### config.mk
export PLATFORM = sky130hd
export DESIGN_NAME = sfstep_emit
export DESIGN_NICKNAME = d
export VERILOG_FILES = /design/src/design/sfstep_pkg.sv /design/src/design/sfstep_emit.sv
export SDC_FILE = /design/constraint.sdc
export NUM_CORES = 1
export LEC_CHECK = 0
export ABC_AREA = 1
export BUFFER_PORTS_ARGS = -buffer_cell sky130_fd_sc_hd__buf_2
export CAP_MARGIN = 30
export CORE_MARGIN = 4
export CORE_UTILIZATION = 52
export CTS_CLUSTER_SIZE = 8
export DETAILED_ROUTE_END_ITERATION = 16
export GPL_TIMING_DRIVEN = 0
export PLACE_DENSITY = 0.9
export SYNTH_ARGS = -nofsm -noshare
export SYNTH_HDL_FRONTEND = slang
export SYNTH_SLANG_ARGS = --single-unit
### constraint.sdc
create_clock -name clock -period 2 [get_ports clock]
set_clock_uncertainty 0.2 [all_clocks]
set_input_delay 0 -clock clock [delete_from_list [all_inputs] [get_ports clock]]
set_output_delay 0 -clock clock [all_outputs]
set_load 0.005 [all_outputs]
### src/design/sfstep_pkg.sv
`default_nettype none

package sfstep_pkg;

   // star table and screen
   localparam int STAR_COUNT = 256;
   localparam int STAR_ADDR_W = (STAR_COUNT > 1) ? $clog2(STAR_COUNT) : 1;
   localparam int SCREEN_W = 200;
   localparam int SCREEN_H = 200;

   // stream widths
   localparam int REQ_DATA_W = 24;
   localparam int RSP_DATA_W = 24;

   // csr register indexes
   localparam logic [0:0] CSR_FLIGHT_RATE = 1'b0;
   localparam logic [0:0] CSR_RNG_SEED    = 1'b1;

   // request commands carried in tuser
   localparam logic CMD_RESPAWN = 1'b0;
   localparam logic CMD_ADVANCE = 1'b1;

   // generator: state * mul + add, draw is bits 30:16
   localparam logic [31:0] LCG_MUL = 32'd1103515245;
   localparam logic [31:0] LCG_ADD = 32'd12345;
   localparam int DRAW_W = 15;
   localparam int DRAW_CNT_W = 4;

   // serial divider
   localparam int DIV_W = 32;
   localparam int DIV_CNT_W = 5;

   // respawn ranges
   localparam int DEPTH_MIN = 255 / 6;
   localparam int DEPTH_MAX = 255;
   localparam logic [7:0] HALF_W = 8'(SCREEN_W / 2);
   localparam logic [7:0] HALF_H = 8'(SCREEN_H / 2);
   localparam logic [7:0] SPAN_X = 8'(2 * (SCREEN_W / 2) + 1);
   localparam logic [7:0] SPAN_Y = 8'(2 * (SCREEN_H / 2) + 1);
   localparam logic [7:0] SPAN_Z = 8'(DEPTH_MAX - DEPTH_MIN + 1);
   localparam logic [7:0] DEPTH_BASE = 8'(DEPTH_MIN);

   // projection window in q.8
   localparam logic [15:0] CENTRE_X_Q8 = 16'((SCREEN_W / 2) * 256);
   localparam logic [15:0] CENTRE_Y_Q8 = 16'((SCREEN_H / 2) * 256);
   localparam logic [15:0] LIMIT_X_Q8 = 16'((SCREEN_W - 1) * 256);
   localparam logic [15:0] LIMIT_Y_Q8 = 16'((SCREEN_H - 1) * 256);

   localparam logic [15:0] BRIGHT_TOP = 16'(255 * 256);

   typedef struct packed {
      logic [15:0] depth;
      logic [7:0]  y;
      logic [7:0]  x;
   } star_type;

   typedef struct packed {
      logic       start;
      logic [7:0] span;
   } rng_req_type;

   typedef struct packed {
      logic       done;
      logic [7:0] value;
   } rng_res_type;

   typedef struct packed {
      logic       done;
      logic       off_screen;
      logic [7:0] coord;
   } proj_res_type;

   typedef struct packed {
      logic       load;
      logic [7:0] cx;
      logic [7:0] cy;
      logic [7:0] bright;
   } emit_cmd_type;

endpackage

`default_nettype wire

### src/design/sfstep_emit.sv
`default_nettype none

module sfstep_emit (
   input  wire logic                              clock,
   input  wire logic                              reset,
   input  wire sfstep_pkg::emit_cmd_type          cmd,
   output logic                                   ready,
   output logic                                   rsp_tvalid,
   input  wire logic                              rsp_tready,
   output logic [sfstep_pkg::RSP_DATA_W-1:0]      rsp_tdata,
   output logic                                   rsp_tlast
);
   import sfstep_pkg::*;

   // pending writes: centre, left, right, up, down
   logic [4:0] mask_ff, mask_in;
   logic [4:0] mask_rest;
   logic [4:0] mask_new;
   logic [7:0] cx_ff, cy_ff, bright_ff;
   logic [7:0] pix_x, pix_y;
   logic [8:0] cx_up, cy_up;

   assign cx_up     = {1'b0, cmd.cx} + 9'd1;
   assign cy_up     = {1'b0, cmd.cy} + 9'd1;
   assign mask_new  = {cy_up < 9'(SCREEN_H), cmd.cy != 8'd0,
                       cx_up < 9'(SCREEN_W), cmd.cx != 8'd0,
                       ({1'b0, cmd.cx} < 9'(SCREEN_W)) && ({1'b0, cmd.cy} < 9'(SCREEN_H))};
   // lowest pending write goes first
   assign mask_rest = mask_ff & (mask_ff - 5'd1);

   always_comb begin
      pix_x = cx_ff;
      pix_y = cy_ff;
      if (mask_ff[0]) begin
         pix_x = cx_ff;
      end else if (mask_ff[1]) begin
         pix_x = cx_ff - 8'd1;
      end else if (mask_ff[2]) begin
         pix_x = cx_ff + 8'd1;
      end else if (mask_ff[3]) begin
         pix_y = cy_ff - 8'd1;
      end else begin
         pix_y = cy_ff + 8'd1;
      end
   end

   always_comb begin
      mask_in = mask_ff;
      if (cmd.load) begin
         mask_in = mask_new;
      end else if (rsp_tvalid && rsp_tready) begin
         mask_in = mask_rest;
      end
   end

   always_ff @(posedge clock) begin
      if (reset) begin
         mask_ff <= '0;
      end else begin
         mask_ff <= mask_in;
      end
   end

   always_ff @(posedge clock) begin
      if (cmd.load) begin
         cx_ff     <= cmd.cx;
         cy_ff     <= cmd.cy;
         bright_ff <= cmd.bright;
      end
   end

   assign ready      = (mask_ff == 5'd0);
   assign rsp_tvalid = |mask_ff;
   assign rsp_tlast  = (mask_rest == 5'd0);
   assign rsp_tdata  = {bright_ff, pix_y, pix_x};

`ifndef SYNTHESIS
   a_load_when_empty: assert property (@(posedge clock) disable iff (reset)
      cmd.load |-> (mask_ff == 5'd0))
      else $error("pixel group loaded over pending writes");

   a_one_write_per_word: assert property (@(posedge clock) disable iff (reset)
      (rsp_tvalid && rsp_tready) |=> ($countones(mask_ff) == $countones($past(mask_ff)) - 1))
      else $error("pending write count did not drop by one");
`endif

endmodule

`default_nettype wire

* Yosys cells after proc, flatten, opt, wreduce, memory -nomap -nowiden
Cells that the tools add are included.
** Cells by class
- Add/subtract/negate cells :: 7
- Magnitude comparators :: 4
- Multiplexer cells :: 9
- Bitwise operators :: 1
- Reductions and logical operators :: 8
** Operators by type and width (count)
- $mux 8 :: 7
- $add 8x1->9 const B :: 2
- $lt 9x8->1 const B :: 2
- $add 8x1->8 const B :: 2
- $lt 8x8->1 const B :: 2
- $reduce_bool 8->1 :: 2
- $sub 8x1->8 const B :: 2
- $logic_not 5->1 :: 2
- $mux 5 :: 2
- $and 5x5->5 :: 1
- $reduce_or 5->1 :: 1
- $sub 5x1->5 const B :: 1
- $logic_and 1x1->1 :: 2
- $reduce_bool 2->1 :: 1
** Storage, ports and cells
- Register bits :: 29
- Bits of input ports :: 28
- Output and inout bits :: 27

* Longest topological paths before layout
- Depth after elaboration :: 5
- Gate-level depth with buffers :: 8
- Depth with buffers taken out :: 8

* Worst setup path after synthesis
OpenSTA, ideal clock, no wires.
- Kind :: flip-flop to output port
- Start point :: register mask_ff[3]
- End point :: output port rsp_tdata[12] (netlist bit)
- Data arrival time :: 1484 ps
- Slack :: 316 ps
- Cell stages (with the launch flop) :: 7
- Path through :: dfxtp_1 inv_1 fa_1 nor2_1 nor2_1 xor2_1 o21ai_1
** Between the ends
- Cells in the longest elaborated chain, start to end :: 4
** Ends and longest elaborated chain
- from (decl) :: RTL line sfstep_emit.sv:16 : logic [4:0] mask_ff, mask_in;
- from (signal assigned) :: RTL line sfstep_emit.sv:60 : mask_ff <= mask_in;
- $mux 8 :: RTL line sfstep_emit.sv:40 : end else if (mask_ff[3]) begin
- $mux 8 :: RTL line sfstep_emit.sv:38 : end else if (mask_ff[2]) begin
- $mux 8 :: RTL line sfstep_emit.sv:36 : end else if (mask_ff[1]) begin
- $mux 8 :: RTL line sfstep_emit.sv:34 : if (mask_ff[0]) begin
- to (decl) :: RTL line sfstep_emit.sv:10 : output logic [sfstep_pkg::RSP_DATA_W-1:0] rsp_tdata,
No other way between the ends.

* Final worst setup path
- Start point :: register mask_ff[3]
- End point :: output port rsp_tdata[13] (netlist bit)
The elaborated chain is that of the path after synthesis.

==> key figures <==
Die
  – Site Rows: 21
  – Core ar.: 0.00342 mm2
  – Die area: 0.00464 mm2
  – I/O pin count: 55
  – Initial Utilization: 0.550
  – Die extent in x: 68.1 um
  – Die Ht: 68.1 um

Power and ir drop
  – P_leak: 1.35 nW
  – Pwr dens: 647 mW/mm2
  – Internal power: 1.17 mW
  – Clock power frac: 0.207
  – Sw Share: 0.344
  – Comb pwr share: 0.368
  – Sw Pwr: 615 uW
  – Flop pwr share: 0.425
  – Max IR drop VDD: 0.565 mV

Critical path
  – CP max-delay cell: dfxtp_4
  – Largest delay contributor family on the critical path: simple AND/OR/NAND/NOR gates
  – Buf+Inv Stages, Crit Path: 2
  – Setup crit end kind: output port
  – R2R Setup Slk: 0.12 ns
  – Most used cell, CP: nand2_1
  – CP Data Required Time: 1.80 ns
  – Critical Path AT: 1.83 ns
  – Reg2reg end: mask_ff[4]
  – Critical path class: reg2out
  – Reg2Reg Depth: 8
  – Worst r2r src: mask_ff[3]
  – Crit-path cells: buf_4 > ha_4 > nand2_2 > nand2_1 > nand2_1 > nand3_2 > nand2_1 > nand3_1 > nand2_1 > buf_2
  – Crit path max fanout: 5
  – CP Launch Type: register
  – Largest stage delay on the critical path: 0.39 ns

Timing
  – Final period util: 1.02
  – Worst-Margin Slew: 0.674 ns
  – Final slew viol count: 0
  – FMAX: 0.492 GHz
  – # setup viols final: 3
  – Fin. Hold Viols: 0
  – Setup ws final: -0.0317 ns
  – Slew HR: 0.551
  – RSZ-0062 raised after global routing: true
  – Tmin final: 2.03 ns

Route
  – Per-cell routed wire length: 17.0 um
  – Routed Antenna Nets: 0
  – Via density: 5.73
  – First-pass DRT Iterations: 7
  – DRC Markers: 0
  – Final wirelength: 6.53 mm
  – Initial DRC count: 356
  – Via count: 2,194

Clocking
  – Clock Tree Root: clkbuf_4
  – Clock Sinks: 29
  – Clk buf depth: 2
  – Clk Latency, worst-skew pair: 0.34 ns
  – Clk pin slew, worst setup/hold paths: 0.10 ns
  – CTS tree: done
  – Total CTS buffers: 5
  – # H-tree levels: 2

Cells and area
  – Most frequent cells in the layout: nand2_1 (62), buf_2 (55), inv_1 (33)
  – Post-route cell area: 0.00276 mm2
  – Finished Layout Cells: 383
  – Multi-input gate area: 0.00104 mm2
  – Syn-to-layout area delta: 46.9%
  – Final core occ: 0.808
  – Fill count: 197
  – Share of layout cells above drive strength 1: 0.326
  – Register Area: 825 um2
  – Most common cell after layout, fill and taps aside: nand2_1
  – Antenna Cells: 0
  – Nets@finish: 373

Flow run
  – Max_cap viols: 0

Worst hold path
  – Worst Hold End: cx_ff[6]
  – Hold Crit Class: in2reg
  – WHS Path Cells: 1
  – Hold path start: cmd[24]

Synthesis
  – Yosys reg bits: 29
  – Synth cell types: 30
  – Syn Area/Cell: 7.93 um2
  – Netlist Area Pre-Place: 0.00188 mm2
  – Synthesized net count: 274
  – Register area share after synthesis: 0.437
  – Number of synthesis warnings: 0
  – Post-synthesis cell count: 237

Global route
  – Pin count of the biggest net entering global routing: 31
  – Vias in the first global route: 1,830
  – First-pass GRT wire length: 8.36 mm
  – Grt ovf: 0
  – Gr usage total: 0.244
  – Antenna violations before repair: 0

Outcome
  – Status: complete, but fails checks
  – Failing checks: negative setup slack

Placement
  – Area of placed instances: 0.00221 mm2
  – HPWL after DPL: 3.10 mm
  – Gpl congestion: 0.863
  – PortBufs: 54
  – Worst slack, placed: 0.0572 ns
  – Cells after DPL: 337
[worst max-delay path by stage]
stage / startpoint / end / slack (ns) / cells after the start
after floorplan: mask_ff[3] / rsp_tdata[12] / 0.32 / 6
after global placement: mask_ff[3] / rsp_tdata[12] / 0.06 / 7
after detailed placement: mask_ff[3] / rsp_tdata[12] / 0.06 / 7
after CTS: cy_ff[5] / rsp_tdata[15] / 0.02 / 8
after global routing: mask_ff[3] / rsp_tdata[14] / -0.15 / 10
final: mask_ff[3] / rsp_tdata[13] / -0.03 / 10
[flip-flops by register name (all words and copies together) (netlist names)]
| name | flops |
|---|---|
| cx_ff | 8 |
| cy_ff | 8 |
| bright_ff | 8 |
| mask_ff | 5 |
[synthesized netlist by cell type (all sizes together)]
cell type | n | area share
a21oi | 5 | 0.023
nor3 | 3 | 0.011
nand4 | 3 | 0.010
a21o | 1 | 0.0040
nand2 | 73 | 0.15
o21a | 1 | 0.0040
ha | 8 | 0.053
xnor2 | 2 | 0.0093
buf | 1 | 0.0027
o21ai | 12 | 0.036
fa | 1 | 0.011
xor2 | 7 | 0.033
edfxtp | 24 | 0.38
or2 | 1 | 0.0033
dfxtp | 5 | 0.053
nor2 | 29 | 0.062
nand3 | 21 | 0.065
inv | 36 | 0.072
a211oi | 1 | 0.0040
nand3b | 3 | 0.012
[power groups by stage]
stage | clock network, mW | registers [mW] | logic, mW
4_1_cts | 0.365 | 0.749 | 0.505
5_1_grt | 0.400 | 0.765 | 0.710
3_5_place_dp | 0 | 0.763 | 0.459
2_1_floorplan | 0 | 0.755 | 0.288
3_3_place_gp | 0 | 0.761 | 0.449
6_report | 0.371 | 0.760 | 0.657
[per-layer routing]
layer	track usage	up-vias	routed length (um)
met2	0.439	181	3250
met3	0.0460	46	631
li1	-	967	-
met1	0.292	1000	2330
met5	0	-	0
met4	0.0744	0	315
[worst reg2reg max path, delay by kind of cell (launching register included)]
kind | cells | cell delay, ns
AND/OR/NAND/NOR | 5 | 0.71
buffers and inverters | 2 | 0.29
AO/OA/AOI/OAI | 1 | 0.18
flip-flops | 1 | 0.39
[cell families after synthesis]
logic type      after synthesis  share of synthesized area
fa+ha+maj                     9                     0.0639
flops                        29                      0.437
compound gates               20                     0.0712
simple gates                133                      0.312
xor+xnor                      9                     0.0419
buf+inv                      37                     0.0746
[per-stage QoR]
| step | hold WS, ns | TNS (ns) | total power [mW] |
|---|---|---|---|
| after detailed placement | -0.0219 | 0 | 1.22 |
| after floorplan | -0.138 | 0 | 1.04 |
| final | 0.0325 | -0.0794 | 1.79 |
| after global placement | -0.0239 | 0 | 1.21 |
| after CTS | 0.0287 | 0 | 1.62 |
| after global routing | 0.0416 | -0.662 | 1.87 |
[final cells by class]
cell class                      count  share of cell area
Buffer                              1             0.00181
Timing Repair Buffer               92               0.231
Sequential cell                    29               0.299
Tap cell                           46              0.0208
Clock buffer                        6              0.0186
Inverter                           36              0.0498
Clock inverter                      2             0.00317
Multi-Input combinational cell    171               0.377
[what timing repair did]
item,in CTS,in global routing
buffers inserted,1,11
hold buffers,26,0
pin swaps,1,12
endpoints found under the setup margin,7,7
gates resized for setup,3,27
endpoints found under the hold margin,29,0
No activity file was read; power rests on OpenSTA's default activity.
