## src/design/sfstep_pkg.sv

```systemverilog
`default_nettype none

package sfstep_pkg;

   // star table and screen
   localparam int STAR_COUNT = 256;
   localparam int STAR_ADDR_W = (STAR_COUNT > 1) ? $clog2(STAR_COUNT) : 1;
   localparam int SCREEN_W = 200;
   localparam int SCREEN_H = 200;

   // stream widths
   localparam int REQ_DATA_W = 24;
   localparam int RSP_DATA_W = 24;

   // csr register indexes
   localparam logic [0:0] CSR_FLIGHT_RATE = 1'b0;
   localparam logic [0:0] CSR_RNG_SEED    = 1'b1;

   // request commands carried in tuser
   localparam logic CMD_RESPAWN = 1'b0;
   localparam logic CMD_ADVANCE = 1'b1;

   // generator: state * mul + add, draw is bits 30:16
   localparam logic [31:0] LCG_MUL = 32'd1103515245;
   localparam logic [31:0] LCG_ADD = 32'd12345;
   localparam int DRAW_W = 15;
   localparam int DRAW_CNT_W = 4;

   // serial divider
   localparam int DIV_W = 32;
   localparam int DIV_CNT_W = 5;

   // respawn ranges
   localparam int DEPTH_MIN = 255 / 6;
   localparam int DEPTH_MAX = 255;
   localparam logic [7:0] HALF_W = 8'(SCREEN_W / 2);
   localparam logic [7:0] HALF_H = 8'(SCREEN_H / 2);
   localparam logic [7:0] SPAN_X = 8'(2 * (SCREEN_W / 2) + 1);
   localparam logic [7:0] SPAN_Y = 8'(2 * (SCREEN_H / 2) + 1);
   localparam logic [7:0] SPAN_Z = 8'(DEPTH_MAX - DEPTH_MIN + 1);
   localparam logic [7:0] DEPTH_BASE = 8'(DEPTH_MIN);

   // projection window in q.8
   localparam logic [15:0] CENTRE_X_Q8 = 16'((SCREEN_W / 2) * 256);
   localparam logic [15:0] CENTRE_Y_Q8 = 16'((SCREEN_H / 2) * 256);
   localparam logic [15:0] LIMIT_X_Q8 = 16'((SCREEN_W - 1) * 256);
   localparam logic [15:0] LIMIT_Y_Q8 = 16'((SCREEN_H - 1) * 256);

   localparam logic [15:0] BRIGHT_TOP = 16'(255 * 256);

   typedef struct packed {
      logic [15:0] depth;
      logic [7:0]  y;
      logic [7:0]  x;
   } star_type;

   typedef struct packed {
      logic       start;
      logic [7:0] span;
   } rng_req_type;

   typedef struct packed {
      logic       done;
      logic [7:0] value;
   } rng_res_type;

   typedef struct packed {
      logic       done;
      logic       off_screen;
      logic [7:0] coord;
   } proj_res_type;

   typedef struct packed {
      logic       load;
      logic [7:0] cx;
      logic [7:0] cy;
      logic [7:0] bright;
   } emit_cmd_type;

endpackage

`default_nettype wire

```

## src/design/sfstep_rng.sv

```systemverilog
`default_nettype none

module sfstep_rng (
   input  wire logic                      clock,
   input  wire logic                      reset,
   input  wire logic                      seed_we,
   input  wire logic [31:0]               seed,
   input  wire sfstep_pkg::rng_req_type   req,
   output sfstep_pkg::rng_res_type        res
);
   import sfstep_pkg::*;

   localparam logic R_IDLE = 1'b0;
   localparam logic R_MOD  = 1'b1;

   logic                  state_ff, state_in;
   logic [31:0]           lcg_ff, lcg_in;
   logic [31:0]           lcg_next;
   logic [DRAW_W-1:0]     draw_ff, draw_in;
   logic [7:0]            rem_ff, rem_in;
   logic [7:0]            span_ff, span_in;
   logic [DRAW_CNT_W-1:0] cnt_ff, cnt_in;
   logic                  done_ff, done_in;
   logic [8:0]            trial;
   logic [8:0]            trial_sub;

   assign lcg_next  = lcg_ff * LCG_MUL + LCG_ADD;
   // one remainder bit per cycle
   assign trial     = {rem_ff, draw_ff[DRAW_W-1]};
   assign trial_sub = trial - {1'b0, span_ff};

   always_comb begin
      state_in = state_ff;
      lcg_in   = lcg_ff;
      draw_in  = draw_ff;
      rem_in   = rem_ff;
      span_in  = span_ff;
      cnt_in   = cnt_ff;
      done_in  = 1'b0;
      unique case (state_ff)
         R_IDLE: begin
            if (seed_we) begin
               lcg_in = seed;
            end else if (req.start) begin
               lcg_in   = lcg_next;
               draw_in  = lcg_next[DRAW_W+15:16];
               rem_in   = '0;
               span_in  = req.span;
               cnt_in   = '0;
               state_in = R_MOD;
            end
         end
         R_MOD: begin
            rem_in  = (trial >= {1'b0, span_ff}) ? trial_sub[7:0] : trial[7:0];
            draw_in = {draw_ff[DRAW_W-2:0], 1'b0};
            cnt_in  = cnt_ff + 1'b1;
            if (cnt_ff == DRAW_CNT_W'(DRAW_W - 1)) begin
               done_in  = 1'b1;
               state_in = R_IDLE;
            end
         end
         default: state_in = R_IDLE;
      endcase
   end

   always_ff @(posedge clock) begin
      if (reset) begin
         state_ff <= R_IDLE;
         lcg_ff   <= 32'd1;
         done_ff  <= 1'b0;
         cnt_ff   <= '0;
      end else begin
         state_ff <= state_in;
         lcg_ff   <= lcg_in;
         done_ff  <= done_in;
         cnt_ff   <= cnt_in;
      end
   end

   always_ff @(posedge clock) begin
      draw_ff <= draw_in;
      rem_ff  <= rem_in;
      span_ff <= span_in;
   end

   assign res.done  = done_ff;
   assign res.value = rem_ff;

endmodule

`default_nettype wire

```

## config.mk

```make
export PLATFORM = sky130hd
export DESIGN_NAME = sfstep_rng
export DESIGN_NICKNAME = d
export VERILOG_FILES = /design/src/design/sfstep_pkg.sv /design/src/design/sfstep_rng.sv
export SDC_FILE = /design/constraint.sdc
export NUM_CORES = 1
export LEC_CHECK = 0
export ABC_AREA = 1
export BUFFER_PORTS_ARGS = -buffer_cell sky130_fd_sc_hd__buf_2
export CAP_MARGIN = 25
export CORE_ASPECT_RATIO = 1.2
export CORE_MARGIN = 2
export CORE_UTILIZATION = 65
export CTS_BUF_LIST = sky130_fd_sc_hd__clkbuf_16
export CTS_CLUSTER_DIAMETER = 40
export CTS_CLUSTER_SIZE = 10
export DETAILED_ROUTE_END_ITERATION = 8
export PLACE_DENSITY = 0.83
export SETUP_SLACK_MARGIN = 0.4
export SLEW_MARGIN = 0
export SYNTH_ARGS = -nofsm -noshare
export SYNTH_HDL_FRONTEND = slang
export SYNTH_SLANG_ARGS = --single-unit
```

## constraint.sdc

```tcl
create_clock -name clock -period 7.3 [get_ports clock]
set_input_delay 0.365 -clock clock [delete_from_list [all_inputs] [get_ports clock]]
set_output_delay 0.365 -clock clock [all_outputs]
set_load 0.02 [all_outputs]
```

# Yosys cells after proc, flatten, opt, wreduce, memory -nomap -nowiden
# Cells that the tools add are included.
# totals
register_bits	69
out_inout_bits	9
elab_cells	39
# op_classes
addsub	3
mul	1
order_cmp	1
eq_ne	3
mux	17
n_bitwise	2
reduce_logical	5
# op_table
op	count
$mux W32	2
$add A32 B14 Y32 const B	1
$mul A32 B31 Y32 const B	1
$mux W15	2
$pmux W15 S2	1
$mux W8	3
$pmux W8 S2	1
$ge A9 B8 Y1	1
$mux W4	2
$pmux W4 S2	1
$sub A8 B8 Y8	1
$add A4 B1 Y4 const B	1
$eq A4 B4 Y1 const B	1
$mux W1	4
$ne A2 B2 Y1 const B	2
$reduce_and A2 Y1	2
$reduce_and A3 Y1	1
$not A1 Y1	2
$pmux W1 S2	1
$reduce_bool A2 Y1	1
$reduce_or A2 Y1	1

# Depth between registers and ports, before layout
# logic_depth
word_depth	5
mapped_depth	31
mapped_depth_nobuf	31

# Least setup slack after synthesis
# No wires, ideal clock.
# synth_path
path_kind	register to register
start	reg lcg_ff[6]
end	reg draw_ff[8], data pin
setup_ns	0.271
t_arrival_ns	5.838
required_ns	7.029
path_slack_ns	1.191
stages_incl_launch_ff	26
n_path_buf	0
path_cell_list	dfxtp_1 > ha_1 > xnor2_1 > inv_1 > ha_1 > a21oi_1 > fa_1 > fa_1 > inv_1 > fa_1 > inv_1 > fa_1 > inv_1 > fa_1 > inv_1 > fa_1 > inv_1 > ha_1 > nand2_1 > nor2_1 > and2_1 > nand4_1 > nand3_2 > a21o_1 > or2_1 > a31oi_1
# synth_via
elab_chain_len	5
# synth_rtl
item	line_no	text
start: declaration	sfstep_rng.sv:17	logic [31:0] lcg_ff, lcg_in;
start signal: assignment	sfstep_rng.sv:74	lcg_ff <= lcg_in;
$mul A32 B31 Y32	sfstep_rng.sv:27	assign lcg_next = lcg_ff * LCG_MUL + LCG_ADD;
$add A32 B14 Y32	sfstep_rng.sv:27	
$mux W15	sfstep_rng.sv:44	end else if (req.start) begin
$mux W15	sfstep_rng.sv:42	if (seed_we) begin
$pmux W15 S2	sfstep_rng.sv:40	unique case (state_ff)
named net draw_in[8]	sfstep_rng.sv:19	logic [DRAW_W-1:0] draw_ff, draw_in;
end signal: assignment	sfstep_rng.sv:81	draw_ff <= draw_in;
end: declaration	sfstep_rng.sv:19	
# The timed path passes the listed nets, and every way through them passes these cells. The select of a mux whose other input is x is not followed.
# A chain may end at the register's enable or synchronous reset.

# Final worst setup path
# layout_path
start	reg lcg_ff[7]
end	reg draw_ff[8], data pin
# Same word-level chain as after synthesis.

==> impl_summary.txt <==
----------------------------------------------------
[Run status]
  Result of the run ... finished clean

[Yosys]
  Number of instances in the synthesized netlist ... 1,516
  Post-synthesis instance area ... 0.0126 mm²
  Post-synth net total ... 1,945
  Flip-flop and latch count after synthesis ... 68
  Proportion of register bits with asynchronous set or reset after synthesis ... 0%
  Number of enable flip-flop cells after synthesis ... 31
  Top flip-flop cell by instance count after synthesis ... sky130_fd_sc_hd__dfxtp_1
  Seq/Total Area, Yosys ... 13.3%
  Synth unique cells ... 46
  Synthesis Warnings ... 0
  Post-synthesis average cell area ... 8.31 µm²

[Setup path]
  Kind of end point of the critical path ... flip-flop
  Master of the slowest instance on the critical path ... sky130_fd_sc_hd__fa_1
  Startpoint Class ... flip-flop
  CP max stage delay ... 0.56 ns
  Origin of the worst setup path ... lcg_ff[7]
  Req. time, crit path ... 7.34 ns
  Source of the worst register-to-register timing path ... lcg_ff[7]
  Type of the setup path with the least slack ... flip-flop to flip-flop
  Largest driver fanout on the critical path ... 6
  CP Data Arrival Time ... 6.77 ns

[Route]
  Pre-Repair DR Iteration Count ... 5
  Detail Route Antenna Nets ... 0
  Detailed-route wire length ... 33,300 µm
  Avg WL per Cell ... 18.2 µm
  Detailed-route DRC error count ... 0
  Overall via count from detail_route ... 10.1k
  Number of DRC markers after the initial detailed-route iteration ... 925
  Number of vias per cell ... 5.53

[Clocking]
  Root buf cell ... sky130_fd_sc_hd__clkbuf_16
  Setup repair bufs after CTS ... 0
  # hold bufs at CTS ... 0
  Number of gates resized after cts ... 0
  Clock buffers created by TritonCTS ... 9
  Clock transition time at the flip-flop clock pins of the worst setup and hold paths ... 0.06 ns
  Number of buffers on the longest clock path ... 2
  CTS tree ... built
  Clock insertion delay at the later pin of the skew report ... 0.33 ns
  Number of clock sinks ... 68
  Maximum level of the CTS H-tree ... 3

[Die]
  Site Rows ... 55
  Core area ... 0.0189 mm²
  Die extent in y ... 157 µm
  Die Width ... 131 µm
  Starting density of the core ... 66.6%
  Area of the die ... 0.0205 mm²
  I/O Pins ... 53

[Timing]
  Unrepaired setup endpoints after global routing ... yes
  Relative slew margins ... 34.6%
  Final number of hold-violating endpoints ... 0
  Highest attainable clock frequency ... 149 MHz
  Clock period minus worst slack ... 6.73 ns
  Worst-case clock skew ... 0.0112 ns
  Period utilisation layout ... 92.2%
  Number of setup violations in the final report ... 0
  Total Negative Setup Slacks ... 0 ns
  Final Max Slew Viols ... 0
  Least-Margin Pin Slew ... 0.980 ns

[GRT]
  Maximum number of pins on one net before global-route repair ... 47
  Total congestion overflow ... 0
  Wire length of the first global-routing pass ... 53,700 µm
  Antenna violations before repair ... 0
  GR Util All Layers ... 34.1%
  Via count of the first global-routing pass ... 10.7k

[Hold path]
  Critical hold path startpoint ... req[2]
  Type of the worst min-delay path ... input port to flip-flop

[Cells and area]
  Post-layout nets ... 1,997
  Fraction of layout cells with a size suffix above 1 ... 8.33%
  Fillers ... 1,425
  Antenna cells ... 0
  Sequential cell area ... 0.00168 mm²
  Synthesis-to-finish area growth ... 7.16%
  Area occupied by multi-input gates ... 0.00904 mm²

[Place]
  Gpl congestion ... 0.979
  Buffers on Ports ... 51
  Sum of net half-perimeters after detailed placement ... 28,500 µm

[Run]
  Number of max-capacitance violations reported ... 0

----------------------------------------------------
area by class of cell:
type,instances,share of cell area (%)
multi-input combinational,944,66.9
tap,256,2.37
clock buffer,9,1.67
inverter,483,13.4
clock inverter,7,0.732
sequential,68,12.4
timing repair buffer,62,2.48
critical path: cells and delay by family, from the launching register on:
kind | cells | cell delay [ns]
xor gates and xnor gates | 1 | 0.18
adders and majority gates | 9 | 4.12
buffers and inverters | 6 | 0.36
AOI/OAI and AO/OA | 3 | 0.50
and+or+nand+nor | 6 | 0.95
DFF | 1 | 0.32
Yosys cell counts (16+ instances only):
cell                       number  area share [%]
sky130_fd_sc_hd__dfxtp_1       37             5.9
sky130_fd_sc_hd__edfxtp_1      31             7.4
sky130_fd_sc_hd__a31oi_1       16            0.79
sky130_fd_sc_hd__inv_1        480              14
sky130_fd_sc_hd__nor2_1        93             2.8
sky130_fd_sc_hd__nand3_1       39             1.5
sky130_fd_sc_hd__o21ai_0       34             1.3
sky130_fd_sc_hd__nand2_1      180             5.4
sky130_fd_sc_hd__ha_1         206              20
sky130_fd_sc_hd__fa_1         179              28
sky130_fd_sc_hd__xor2_1        18             1.3
sky130_fd_sc_hd__a21oi_1       61             2.4
state kept, by name, indices dropped and copies added (netlist names):
signal    flops
cnt_ff        4
done_ff       1
draw_ff      15
lcg_ff       31
rem_ff        8
span_ff       8
state_ff      1
cells in the final DEF (no fill, tap or decap), types with 5 or more instances in the layout:
master,count
sky130_fd_sc_hd__nor2_1,92
sky130_fd_sc_hd__ha_1,206
sky130_fd_sc_hd__buf_2,52
sky130_fd_sc_hd__xor2_1,18
sky130_fd_sc_hd__buf_4,10
sky130_fd_sc_hd__dfxtp_2,5
sky130_fd_sc_hd__o21ai_0,34
sky130_fd_sc_hd__clkbuf_16,9
sky130_fd_sc_hd__a21oi_2,11
sky130_fd_sc_hd__a21oi_1,59
sky130_fd_sc_hd__a31oi_1,16
sky130_fd_sc_hd__edfxtp_1,31
sky130_fd_sc_hd__a221oi_1,5
sky130_fd_sc_hd__nor3_1,10
sky130_fd_sc_hd__nand3_1,39
sky130_fd_sc_hd__inv_1,480
sky130_fd_sc_hd__fa_1,179
sky130_fd_sc_hd__nand2_1,180
sky130_fd_sc_hd__o211ai_1,8
sky130_fd_sc_hd__nand4_1,8
sky130_fd_sc_hd__dfxtp_1,32
sky130_fd_sc_hd__nand2_2,12
sky130_fd_sc_hd__a21o_1,10
sky130_fd_sc_hd__xnor2_1,13
sky130_fd_sc_hd__nand3_2,5
per-layer routing:
layer / vias up / GRT usage (%) / wire length, µm / part of all wire (%)
li1: 4699 / - / - / -
met3: 144 / 3.79 / 2200 / 6.6
met2: 461 / 60.0 / 16400 / 49
met1: 4816 / 39.9 / 12300 / 37
met5: - / 0 / 0 / 0
met4: 0 / 22.0 / 2440 / 7.3
metrics by stage:
step	cell area [µm²]	worst slack (ns)	cells	hold slack, ns	utilization (%)
after floorplan	12600	1.19	1516	0.457	-
after global placement	13100	0.647	1812	0.477	69.5
after detailed placement	13200	0.552	1813	0.489	69.5
after CTS	13500	0.533	1829	0.203	71.2
after global routing	13500	0.358	1829	0.206	71.4
final	13500	0.569	1829	0.205	71.4
worst paths after layout:
| kind | to | slack, ns | cells after the start |
|---|---|---|---|
| max | draw_ff[8] | 0.57 | 25 |
| min | span_ff[2] | 0.21 | 1 |
| max reg2reg | draw_ff[8] | 0.57 | 25 |
| min reg2reg | lcg_ff[30] | 0.51 | 2 |
cells by family after synthesis:
logic type	synth area share (%)
DFF	13.3
xor gates and xnor gates	2.22
and+or+nand+nor	12.2
AOI/OAI and AO/OA	8.19
adders and majority gates	48.9
buffers and inverters	15.2
Power is left out: the tool's default activity adds up to more than one toggle a clock period on the data nets, which glitch-free logic cannot reach.
