`config.mk`:
```
export PLATFORM = sky130hd
export DESIGN_NAME = sfstep_proj
export DESIGN_NICKNAME = d
export VERILOG_FILES = /design/src/design/sfstep_pkg.sv /design/src/design/sfstep_proj.sv
export SDC_FILE = /design/constraint.sdc
export NUM_CORES = 1
export LEC_CHECK = 0
export BUFFER_PORTS_ARGS = -buffer_cell sky130_fd_sc_hd__buf_2
export CORE_MARGIN = 4
export CORE_UTILIZATION = 35
export CTS_BUF_LIST = sky130_fd_sc_hd__clkbuf_2 sky130_fd_sc_hd__clkbuf_4 sky130_fd_sc_hd__clkbuf_8
export CTS_CLUSTER_SIZE = 14
export DETAILED_ROUTE_END_ITERATION = 10
export HOLD_SLACK_MARGIN = 0.05
export REMOVE_ABC_BUFFERS = 1
export SLEW_MARGIN = 20
export SYNTH_ARGS = -nofsm -noshare
export SYNTH_HDL_FRONTEND = slang
export SYNTH_SLANG_ARGS = --single-unit
export TNS_END_PERCENT = 30
```
`constraint.sdc`:
```
create_clock -name clock -period 4.55 [get_ports clock]
set_input_delay 0.2275 -clock clock [delete_from_list [all_inputs] [get_ports clock]]
set_output_delay 0.2275 -clock clock [all_outputs]
set_load 0.02 [all_outputs]
```
`src/design/sfstep_pkg.sv`:
```
`default_nettype none

package sfstep_pkg;

   // star table and screen
   localparam int STAR_COUNT = 256;
   localparam int STAR_ADDR_W = (STAR_COUNT > 1) ? $clog2(STAR_COUNT) : 1;
   localparam int SCREEN_W = 200;
   localparam int SCREEN_H = 200;

   // stream widths
   localparam int REQ_DATA_W = 24;
   localparam int RSP_DATA_W = 24;

   // csr register indexes
   localparam logic [0:0] CSR_FLIGHT_RATE = 1'b0;
   localparam logic [0:0] CSR_RNG_SEED    = 1'b1;

   // request commands carried in tuser
   localparam logic CMD_RESPAWN = 1'b0;
   localparam logic CMD_ADVANCE = 1'b1;

   // generator: state * mul + add, draw is bits 30:16
   localparam logic [31:0] LCG_MUL = 32'd1103515245;
   localparam logic [31:0] LCG_ADD = 32'd12345;
   localparam int DRAW_W = 15;
   localparam int DRAW_CNT_W = 4;

   // serial divider
   localparam int DIV_W = 32;
   localparam int DIV_CNT_W = 5;

   // respawn ranges
   localparam int DEPTH_MIN = 255 / 6;
   localparam int DEPTH_MAX = 255;
   localparam logic [7:0] HALF_W = 8'(SCREEN_W / 2);
   localparam logic [7:0] HALF_H = 8'(SCREEN_H / 2);
   localparam logic [7:0] SPAN_X = 8'(2 * (SCREEN_W / 2) + 1);
   localparam logic [7:0] SPAN_Y = 8'(2 * (SCREEN_H / 2) + 1);
   localparam logic [7:0] SPAN_Z = 8'(DEPTH_MAX - DEPTH_MIN + 1);
   localparam logic [7:0] DEPTH_BASE = 8'(DEPTH_MIN);

   // projection window in q.8
   localparam logic [15:0] CENTRE_X_Q8 = 16'((SCREEN_W / 2) * 256);
   localparam logic [15:0] CENTRE_Y_Q8 = 16'((SCREEN_H / 2) * 256);
   localparam logic [15:0] LIMIT_X_Q8 = 16'((SCREEN_W - 1) * 256);
   localparam logic [15:0] LIMIT_Y_Q8 = 16'((SCREEN_H - 1) * 256);

   localparam logic [15:0] BRIGHT_TOP = 16'(255 * 256);

   typedef struct packed {
      logic [15:0] depth;
      logic [7:0]  y;
      logic [7:0]  x;
   } star_type;

   typedef struct packed {
      logic       start;
      logic [7:0] span;
   } rng_req_type;

   typedef struct packed {
      logic       done;
      logic [7:0] value;
   } rng_res_type;

   typedef struct packed {
      logic       done;
      logic       off_screen;
      logic [7:0] coord;
   } proj_res_type;

   typedef struct packed {
      logic       load;
      logic [7:0] cx;
      logic [7:0] cy;
      logic [7:0] bright;
   } emit_cmd_type;

endpackage

`default_nettype wire

```
`src/design/sfstep_proj.sv`:
```
`default_nettype none

module sfstep_proj (
   input  wire logic                     clock,
   input  wire logic                     reset,
   input  wire logic                     start,
   input  wire logic [7:0]               offset,
   input  wire logic [15:0]              depth,
   input  wire logic [15:0]              centre,
   input  wire logic [15:0]              limit_hi,
   output sfstep_pkg::proj_res_type      res
);
   import sfstep_pkg::*;

   localparam logic [2:0] P_IDLE = 3'd0;
   localparam logic [2:0] P_RUN  = 3'd1;
   localparam logic [2:0] P_SIGN = 3'd2;
   localparam logic [2:0] P_ADD  = 3'd3;
   localparam logic [2:0] P_CHK  = 3'd4;

   logic [2:0]           state_ff, state_in;
   logic [DIV_CNT_W-1:0] cnt_ff, cnt_in;
   logic                 neg_ff, neg_in;
   logic [DIV_W-1:0]     qd_ff, qd_in;
   logic [15:0]          rem_ff, rem_in;
   logic [15:0]          den_ff, den_in;
   logic signed [32:0]   sq_ff, sq_in;
   logic signed [33:0]   pos_ff, pos_in;
   logic                 done_ff, done_in;
   logic                 off_ff, off_in;
   logic [7:0]           coord_ff, coord_in;
   logic [7:0]           mag;
   logic [16:0]          trial;
   logic [16:0]          trial_sub;
   logic                 fits;
   logic [16:0]          rounded;

   assign mag       = offset[7] ? 8'(-offset) : offset;
   // restoring division, one quotient bit per cycle
   assign trial     = {rem_ff, qd_ff[DIV_W-1]};
   assign trial_sub = trial - {1'b0, den_ff};
   assign fits      = trial >= {1'b0, den_ff};
   assign rounded   = {1'b0, pos_ff[15:0]} + 17'd128;

   always_comb begin
      state_in = state_ff;
      cnt_in   = cnt_ff;
      neg_in   = neg_ff;
      qd_in    = qd_ff;
      rem_in   = rem_ff;
      den_in   = den_ff;
      sq_in    = sq_ff;
      pos_in   = pos_ff;
      done_in  = 1'b0;
      off_in   = off_ff;
      coord_in = coord_ff;
      unique case (state_ff)
         P_IDLE: begin
            if (start) begin
               neg_in   = offset[7];
               qd_in    = {mag, (DIV_W - 8)'(0)};
               rem_in   = '0;
               den_in   = depth;
               cnt_in   = '0;
               state_in = P_RUN;
            end
         end
         P_RUN: begin
            rem_in = fits ? trial_sub[15:0] : trial[15:0];
            qd_in  = {qd_ff[DIV_W-2:0], fits};
            cnt_in = cnt_ff + 1'b1;
            if (cnt_ff == DIV_CNT_W'(DIV_W - 1)) begin
               state_in = P_SIGN;
            end
         end
         P_SIGN: begin
            sq_in    = neg_ff ? -$signed({1'b0, qd_ff}) : $signed({1'b0, qd_ff});
            state_in = P_ADD;
         end
         P_ADD: begin
            pos_in   = 34'(sq_ff) + $signed({18'd0, centre});
            state_in = P_CHK;
         end
         P_CHK: begin
            off_in   = (pos_ff < 34'sd256) || (pos_ff > $signed({18'd0, limit_hi}));
            coord_in = rounded[15:8];
            done_in  = 1'b1;
            state_in = P_IDLE;
         end
         default: state_in = P_IDLE;
      endcase
   end

   always_ff @(posedge clock) begin
      if (reset) begin
         state_ff <= P_IDLE;
         cnt_ff   <= '0;
         done_ff  <= 1'b0;
      end else begin
         state_ff <= state_in;
         cnt_ff   <= cnt_in;
         done_ff  <= done_in;
      end
   end

   always_ff @(posedge clock) begin
      neg_ff   <= neg_in;
      qd_ff    <= qd_in;
      rem_ff   <= rem_in;
      den_ff   <= den_in;
      sq_ff    <= sq_in;
      pos_ff   <= pos_in;
      off_ff   <= off_in;
      coord_ff <= coord_in;
   end

   assign res.done       = done_ff;
   assign res.off_screen = off_ff;
   assign res.coord      = coord_ff;

endmodule

`default_nettype wire

```
* Word-level counts from Yosys, hierarchy flattened
Index checks and enable logic that the tools add are counted.
Word-level totals: bits of input ports 59, logic and storage cells 47, register bits after elaboration 150
Cells by class: equal/unequal tests 7, reductions and logical operators 6, $add $sub $neg 6, muxes and demuxes 13, magnitude comparators 3
Operators by type and width (number):
- $mux W32 | 2
- $pmux W32 S2 | 1
- $add A33 B17 Y34 | 1
- $gt A34 B17 Y1 | 1
- $lt A34 B10 Y1 const B | 1
- $neg A32 Y33 | 1
- $mux W16 | 2
- $pmux W16 S2 | 1
- $ge A17 B16 Y1 | 1
- $add A16 B8 Y16 const B | 1
- $sub A16 B16 Y16 | 1
- $pmux W3 S4 | 1
- $pmux W5 S2 | 1
- $mux W8 | 1
- $neg A8 Y8 | 1
- $eq A3 B2 Y1 const B | 2
- $mux W3 | 2
- $reduce_and A2 Y1 | 3
- $add A5 B1 Y5 const B | 1
- $eq A5 B5 Y1 const B | 1
- $mux W5 | 1
- $ne A2 B2 Y1 const B | 2
- $eq A3 B1 Y1 const B | 1
- $eq A3 B3 Y1 const B | 1
- 4 further kinds | 4

* Longest topological paths before layout
depth after elaboration 4, mapped depth 9, depth with buffers taken out 9

* Worst setup path before layout
OpenSTA, ideal clock, no wires.
path type register to register, from reg state_ff[0], to reg qd_ff[0], enable pin, library setup time 0.402 ns, period minus slack after synthesis 4.256 ns, data required time 4.148 ns, path buffers 1, arrival 3.853 ns, path slack 0.294 ns, cell stages (with the launch flop) 5, cell sequence dfxtp_1 > clkbuf_1 > nor4b_1 > nor2_1 > inv_1
On the way: word-level cells in the longest chain between the ends 3, elaborated cells on any way between the ends 5
Ends and longest elaborated chain:
- start: declaration | line sfstep_proj.sv:21 | logic [2:0] state_ff, state_in;
- start signal: assignment | line sfstep_proj.sv:100 | state_ff <= state_in;
- $eq A3 B1 Y1 / $logic_not A3 Y1 (equally long branches) | line sfstep_proj.sv:57 | unique case (state_ff)
- $reduce_bool A2 Y1 (no source line) / $ne A2 B2 Y1 (equally long branches)
- $reduce_and A2 Y1 (no source line) *
- end signal: assignment | line sfstep_proj.sv:108 | qd_ff <= qd_in;
- end: declaration | line sfstep_proj.sv:24 | logic [DIV_W-1:0] qd_ff, qd_in;
Mark *: on every way between the ends. The rest lies on a longest branch, timed or not. A chain may end at the register's enable or synchronous reset.

* Final worst setup path
from reg sq_ff[0], to reg pos_ff[26] (data pin)
On the way: word-level cells in the longest chain between the ends 1
Ends and longest elaborated chain:
- start: declaration | line sfstep_proj.sv:27 | logic signed [32:0] sq_ff, sq_in;
- start signal: assignment | line sfstep_proj.sv:111 | sq_ff <= sq_in;
- $add A33 B17 Y34 | line sfstep_proj.sv:81 | pos_in = 34'(sq_ff) + $signed({18'd0, centre});
- end signal: assignment | line sfstep_proj.sv:112 | pos_ff <= pos_in;
- end: declaration | line sfstep_proj.sv:28 | logic signed [33:0] pos_ff, pos_in;
No other way between the ends.

==> impl.org <==
** Status
- Result of the run :: finished, final reports clean

** Critical path
- For the worst setup path, the data required time is 4.73 ns.
- In this run the worst path has a maximum fanout of 9.
- The worst setup path is captured at a flop.
- The worst register-to-register path has a depth of 8.
- Crit. Startpoint :: sq_ff[0]$_DFFE_PN_
- The worst setup path is launched from a flop.
- Endpoint of the lowest-slack register-to-register path :: pos_ff[26]$_DFFE_PP_
- R2r startpoint :: sq_ff[0]$_DFFE_PN_
- For the worst setup path, the data arrival time is 3.11 ns.
- In this run the register-to-register setup slack is roughly 1.6 ns.
- End of the critical path :: pos_ff[26]$_DFFE_PP_
- Type of the worst setup path :: flop to flop

** Floorplan
- The floorplan step defined a die boundary enclosing 26810 µm².
- During I/O placement, the number of pins put on the boundary was 69.
- In this run the standard cell core region covers 23680 µm².
- Starting density of the core :: between 30% and 40%
- Measured along the y axis, the die boundary spans 163.7 µm.
- The die is 163.7 µm wide.
- Number of standard-cell rows in the floorplan :: between 50 and 60

** Power and ir drop
- VDD sags by at most 0.1834 mV.
- For this design the static power due to leakage is 3.780 nW.
- Pwr Density :: 346.7 nW/µm²
- Post-layout power :: 0.003403 W

** GRT
- All-layer global routing usage :: 12.71%
- The first global-routing pass estimated 27570 µm of wire.
- Maximum number of pins on one net before global-route repair :: 49
- The number of global-route vias before repair is between 5000 and 6000.
- Global routing finished with a remaining overflow of 0.
- Initial antenna violation count :: 0

** Final layout
- Compared with the post-synthesis result, the final layout area differs by 15.65%.
- Number of diodes added for antenna fixing :: 0
- In the final layout, the share of cells above drive strength 1 is 14.64%.
- Post-route core utilization :: roughly 41%
- Net count of the finished layout :: 955

** Clock tree
- Resize count post-CTS :: 0
- The tree is rooted in a clkbuf_8.
- Number of buffers inserted during clock tree synthesis :: 17
- In this run the number of H-tree levels came out at 4.
- Number of buffers inserted by hold repair at cts :: 17
- Clock-pin slew was measured on the worst setup and hold paths at 0.08 ns.
- Clock insertion delay at the later pin of the skew report :: 0.44 ns
- TritonCTS built the clock tree.
- The clock passes through at most 2 buffers.
- After clock tree synthesis, the setup repair step added 0 buffers.
- Clock tree synthesis found a total of 150 sinks.

** STA
- Number of failing hold endpoints at the final stage :: 0
- Max frequency :: 340.5 MHz
- Setup TNS after final layout :: 0 ns
- After layout, the worst path uses 64.55% of the clock period.
- Setup violators final :: 0
- The count of pins over their slew limit came to 0.
- Once routing completed, OpenROAD measured the worst setup slack at 1.613 ns.
- For the final database, setup skew stands at around 0.017 ns.
- For the pin with the worst max-slew slack, the measured transition is 1.034 ns.
- Period minus WS final :: 2.937 ns
- Setup repair after global routing missed its margin :: no
- Measured against its own limit, the worst slew margin works out to 30.96%.
- Final hold slack :: 0.07781 ns

** Drt
- The pre-antenna-repair detailed-routing pass consisted of 5 iterations.
- Post-route DRC :: 0
- In the routed layout, each cell is associated on average with a via count of between 4 and 5.
- Total length of routed wires :: 16270 µm
- In the final routed layout, each cell accounts on average for 13.87 µm.
- Residual antenna-violating net count after detailed routing :: 0
- For this block, the via count after detailed routing is 5757.
- After the first detailed-routing iteration, the DRC count stood at 214.

** Synthesis
- The synthesized netlist devotes 14.20% of its cell area to compound gates.
- The synthesized netlist devotes ~8.3% of its cell area to adder and majority cells.
- In this run, synthesis produced a sequential element count of 150.
- Sequential element share of the synthesized area :: 52.00%
- The average instance in the mapped netlist occupies 11.26 µm².
- The mapped netlist covers 8488 µm².
- Among all flip-flop cells after synthesis, the most frequent one is edfxtp_1.
- Count of flip-flops with a built-in enable after synthesis :: 141
- Yosys printed 0 warnings.
- After technology mapping, the gate count stands at 754.
- Summing the areas of all and, or, nand and nor instances in the mapped netlist gives 13.56% of the synthesized area.
- Counting flops with an async set or reset pin after synthesis yields a share of 0%.
- Main combinational cell family by area after synthesis :: compound AO/OA/AOI/OAI gates
- Xor/xnor share of the synthesized area :: 8.461%
- In the synthesized netlist, mux cells make up 0.1179% of the area.
- The synthesized netlist contains slightly above 60 unique library cells.

** Min path
- In this run the worst hold path is classified as input pin to flop.

** Place
- Routability-driven placement finished with a final weighted congestion of 0.8978.
- Post-Place Worst Slack :: between 1.5 and 2 ns
- Input and output buffers added on the ports amount to 68.
- HPWL after DPL :: 12130 µm

** Run
- Number of maximum-capacitance violations :: 0
-- final cells by class --
type                            count  area [µm²]
Inverter                           48       180.2
Multi-Input combinational cell    532        3804
Tap cell                          319       399.1
Sequential cell                   150        4414
Clock buffer                       20       256.5
Fill cell                        2325       13870
Timing Repair Buffer               92       563.0
Clock inverter                     12       200.2
-- sequential cells by signal (all words and copies together) (netlist names) --
register	flops
qd_ff	32
pos_ff	34
cnt_ff	5
state_ff	3
rem_ff	16
coord_ff	8
sq_ff	33
neg_ff	1
done_ff	1
den_ff	16
off_ff	1
-- Yosys cell counts, types with 5 or more instances --
master / count / area [µm²]
nor3_1: 18 / 90.09
nand3_1: 24 / 120.1
ha_1: 53 / 663.1
xnor2_1: 53 / 464.2
inv_1: 48 / 180.2
xor2_1: 29 / 254.0
a21oi_1: 31 / 155.2
o31ai_1: 12 / 90.09
o21ai_0: 40 / 200.2
o211ai_1: 5 / 37.54
a211oi_1: 17 / 127.6
a21o_1: 25 / 187.7
a31oi_1: 8 / 50.05
clkbuf_1: 20 / 75.07
edfxtp_1: 141 / 4234
dfxtp_1: 9 / 180.2
nor2_1: 35 / 131.4
nand4_1: 11 / 68.82
nor3b_1: 5 / 37.54
nand2_1: 49 / 183.9
and2_1: 23 / 143.9
nor4_1: 11 / 68.82
o41ai_1: 5 / 43.79
nor2b_1: 6 / 37.54
-- power breakdown --
group	switching (W)	internal (W)	leakage, nW
combinational	0.000324	0.000254	2.14
sequential	0.0000616	0.00160	1.41
clock	0.000489	0.000672	0.226
-- cells by family (layout without fill, tap and decap cells) --
logic type,Yosys count,after routing
mux,1,1
flops,150,150
fa+ha+maj,55,55
compound gates,177,177
xor+xnor,82,82
buf+inv,72,172
simple gates,217,217
-- worst max-delay path: stages, from the launching register on --
cell,delay (ns)
edfxtp_1,0.37
ha_1,0.23
fa_1,0.43
a211oi_1,0.26
nor2_1,0.12
o41ai_1,0.49
o311a_1,0.48
nor4b_1,0.13
xor2_1,0.16
-- metrics by stage --
stage               cell area [µm²]  std cells
floorplan                      8382        730
global placement               9190       1124
detailed placement             9190       1124
CTS                            9817       1173
global route                   9817       1173
finish                         9817       1173
-- layout by cell type (no fill, tap or decap), types with 24 or more instances in the layout --
| master | Yosys | final |
|---|---|---|
| o21ai_0 | 40 | 40 |
| ha_1 | 53 | 53 |
| a21o_1 | 25 | 25 |
| a21oi_1 | 31 | 31 |
| buf_2 | 1 | 68 |
| xor2_1 | 29 | 29 |
| edfxtp_1 | 141 | 141 |
| nor2_1 | 35 | 33 |
| xnor2_1 | 53 | 53 |
| nand3_1 | 24 | 24 |
| inv_1 | 48 | 47 |
| nand2_1 | 49 | 49 |
-- metal layers --
layer / vias to the layer above / global-route usage [%] / wire length, µm
met1: 2649 / 16.50 / 7597
met4: 0 / 3.736 / 171
met5: - / 0 / 0
li1: 2995 / - / -
met3: 12 / 3.061 / 695
met2: 101 / 21.20 / 7807
-- how the worst min path moves through the flow --
stage,from,end,slack [ns],depth (start not counted)
global placement,depth[12],den_ff[12]$_DFFE_PP_,0.40,1
CTS,offset[7],neg_ff$_DFFE_PP_,0.05,1
global route,offset[7],neg_ff$_DFFE_PP_,0.06,1
detailed placement,depth[9],den_ff[9]$_DFFE_PP_,0.41,1
floorplan,reset,cnt_ff[2]$_SDFFE_PP0P_,0.30,1
finish,start,state_ff[0]$_SDFFE_PP0P_,0.08,3
(Power assumes the default switching activity.)
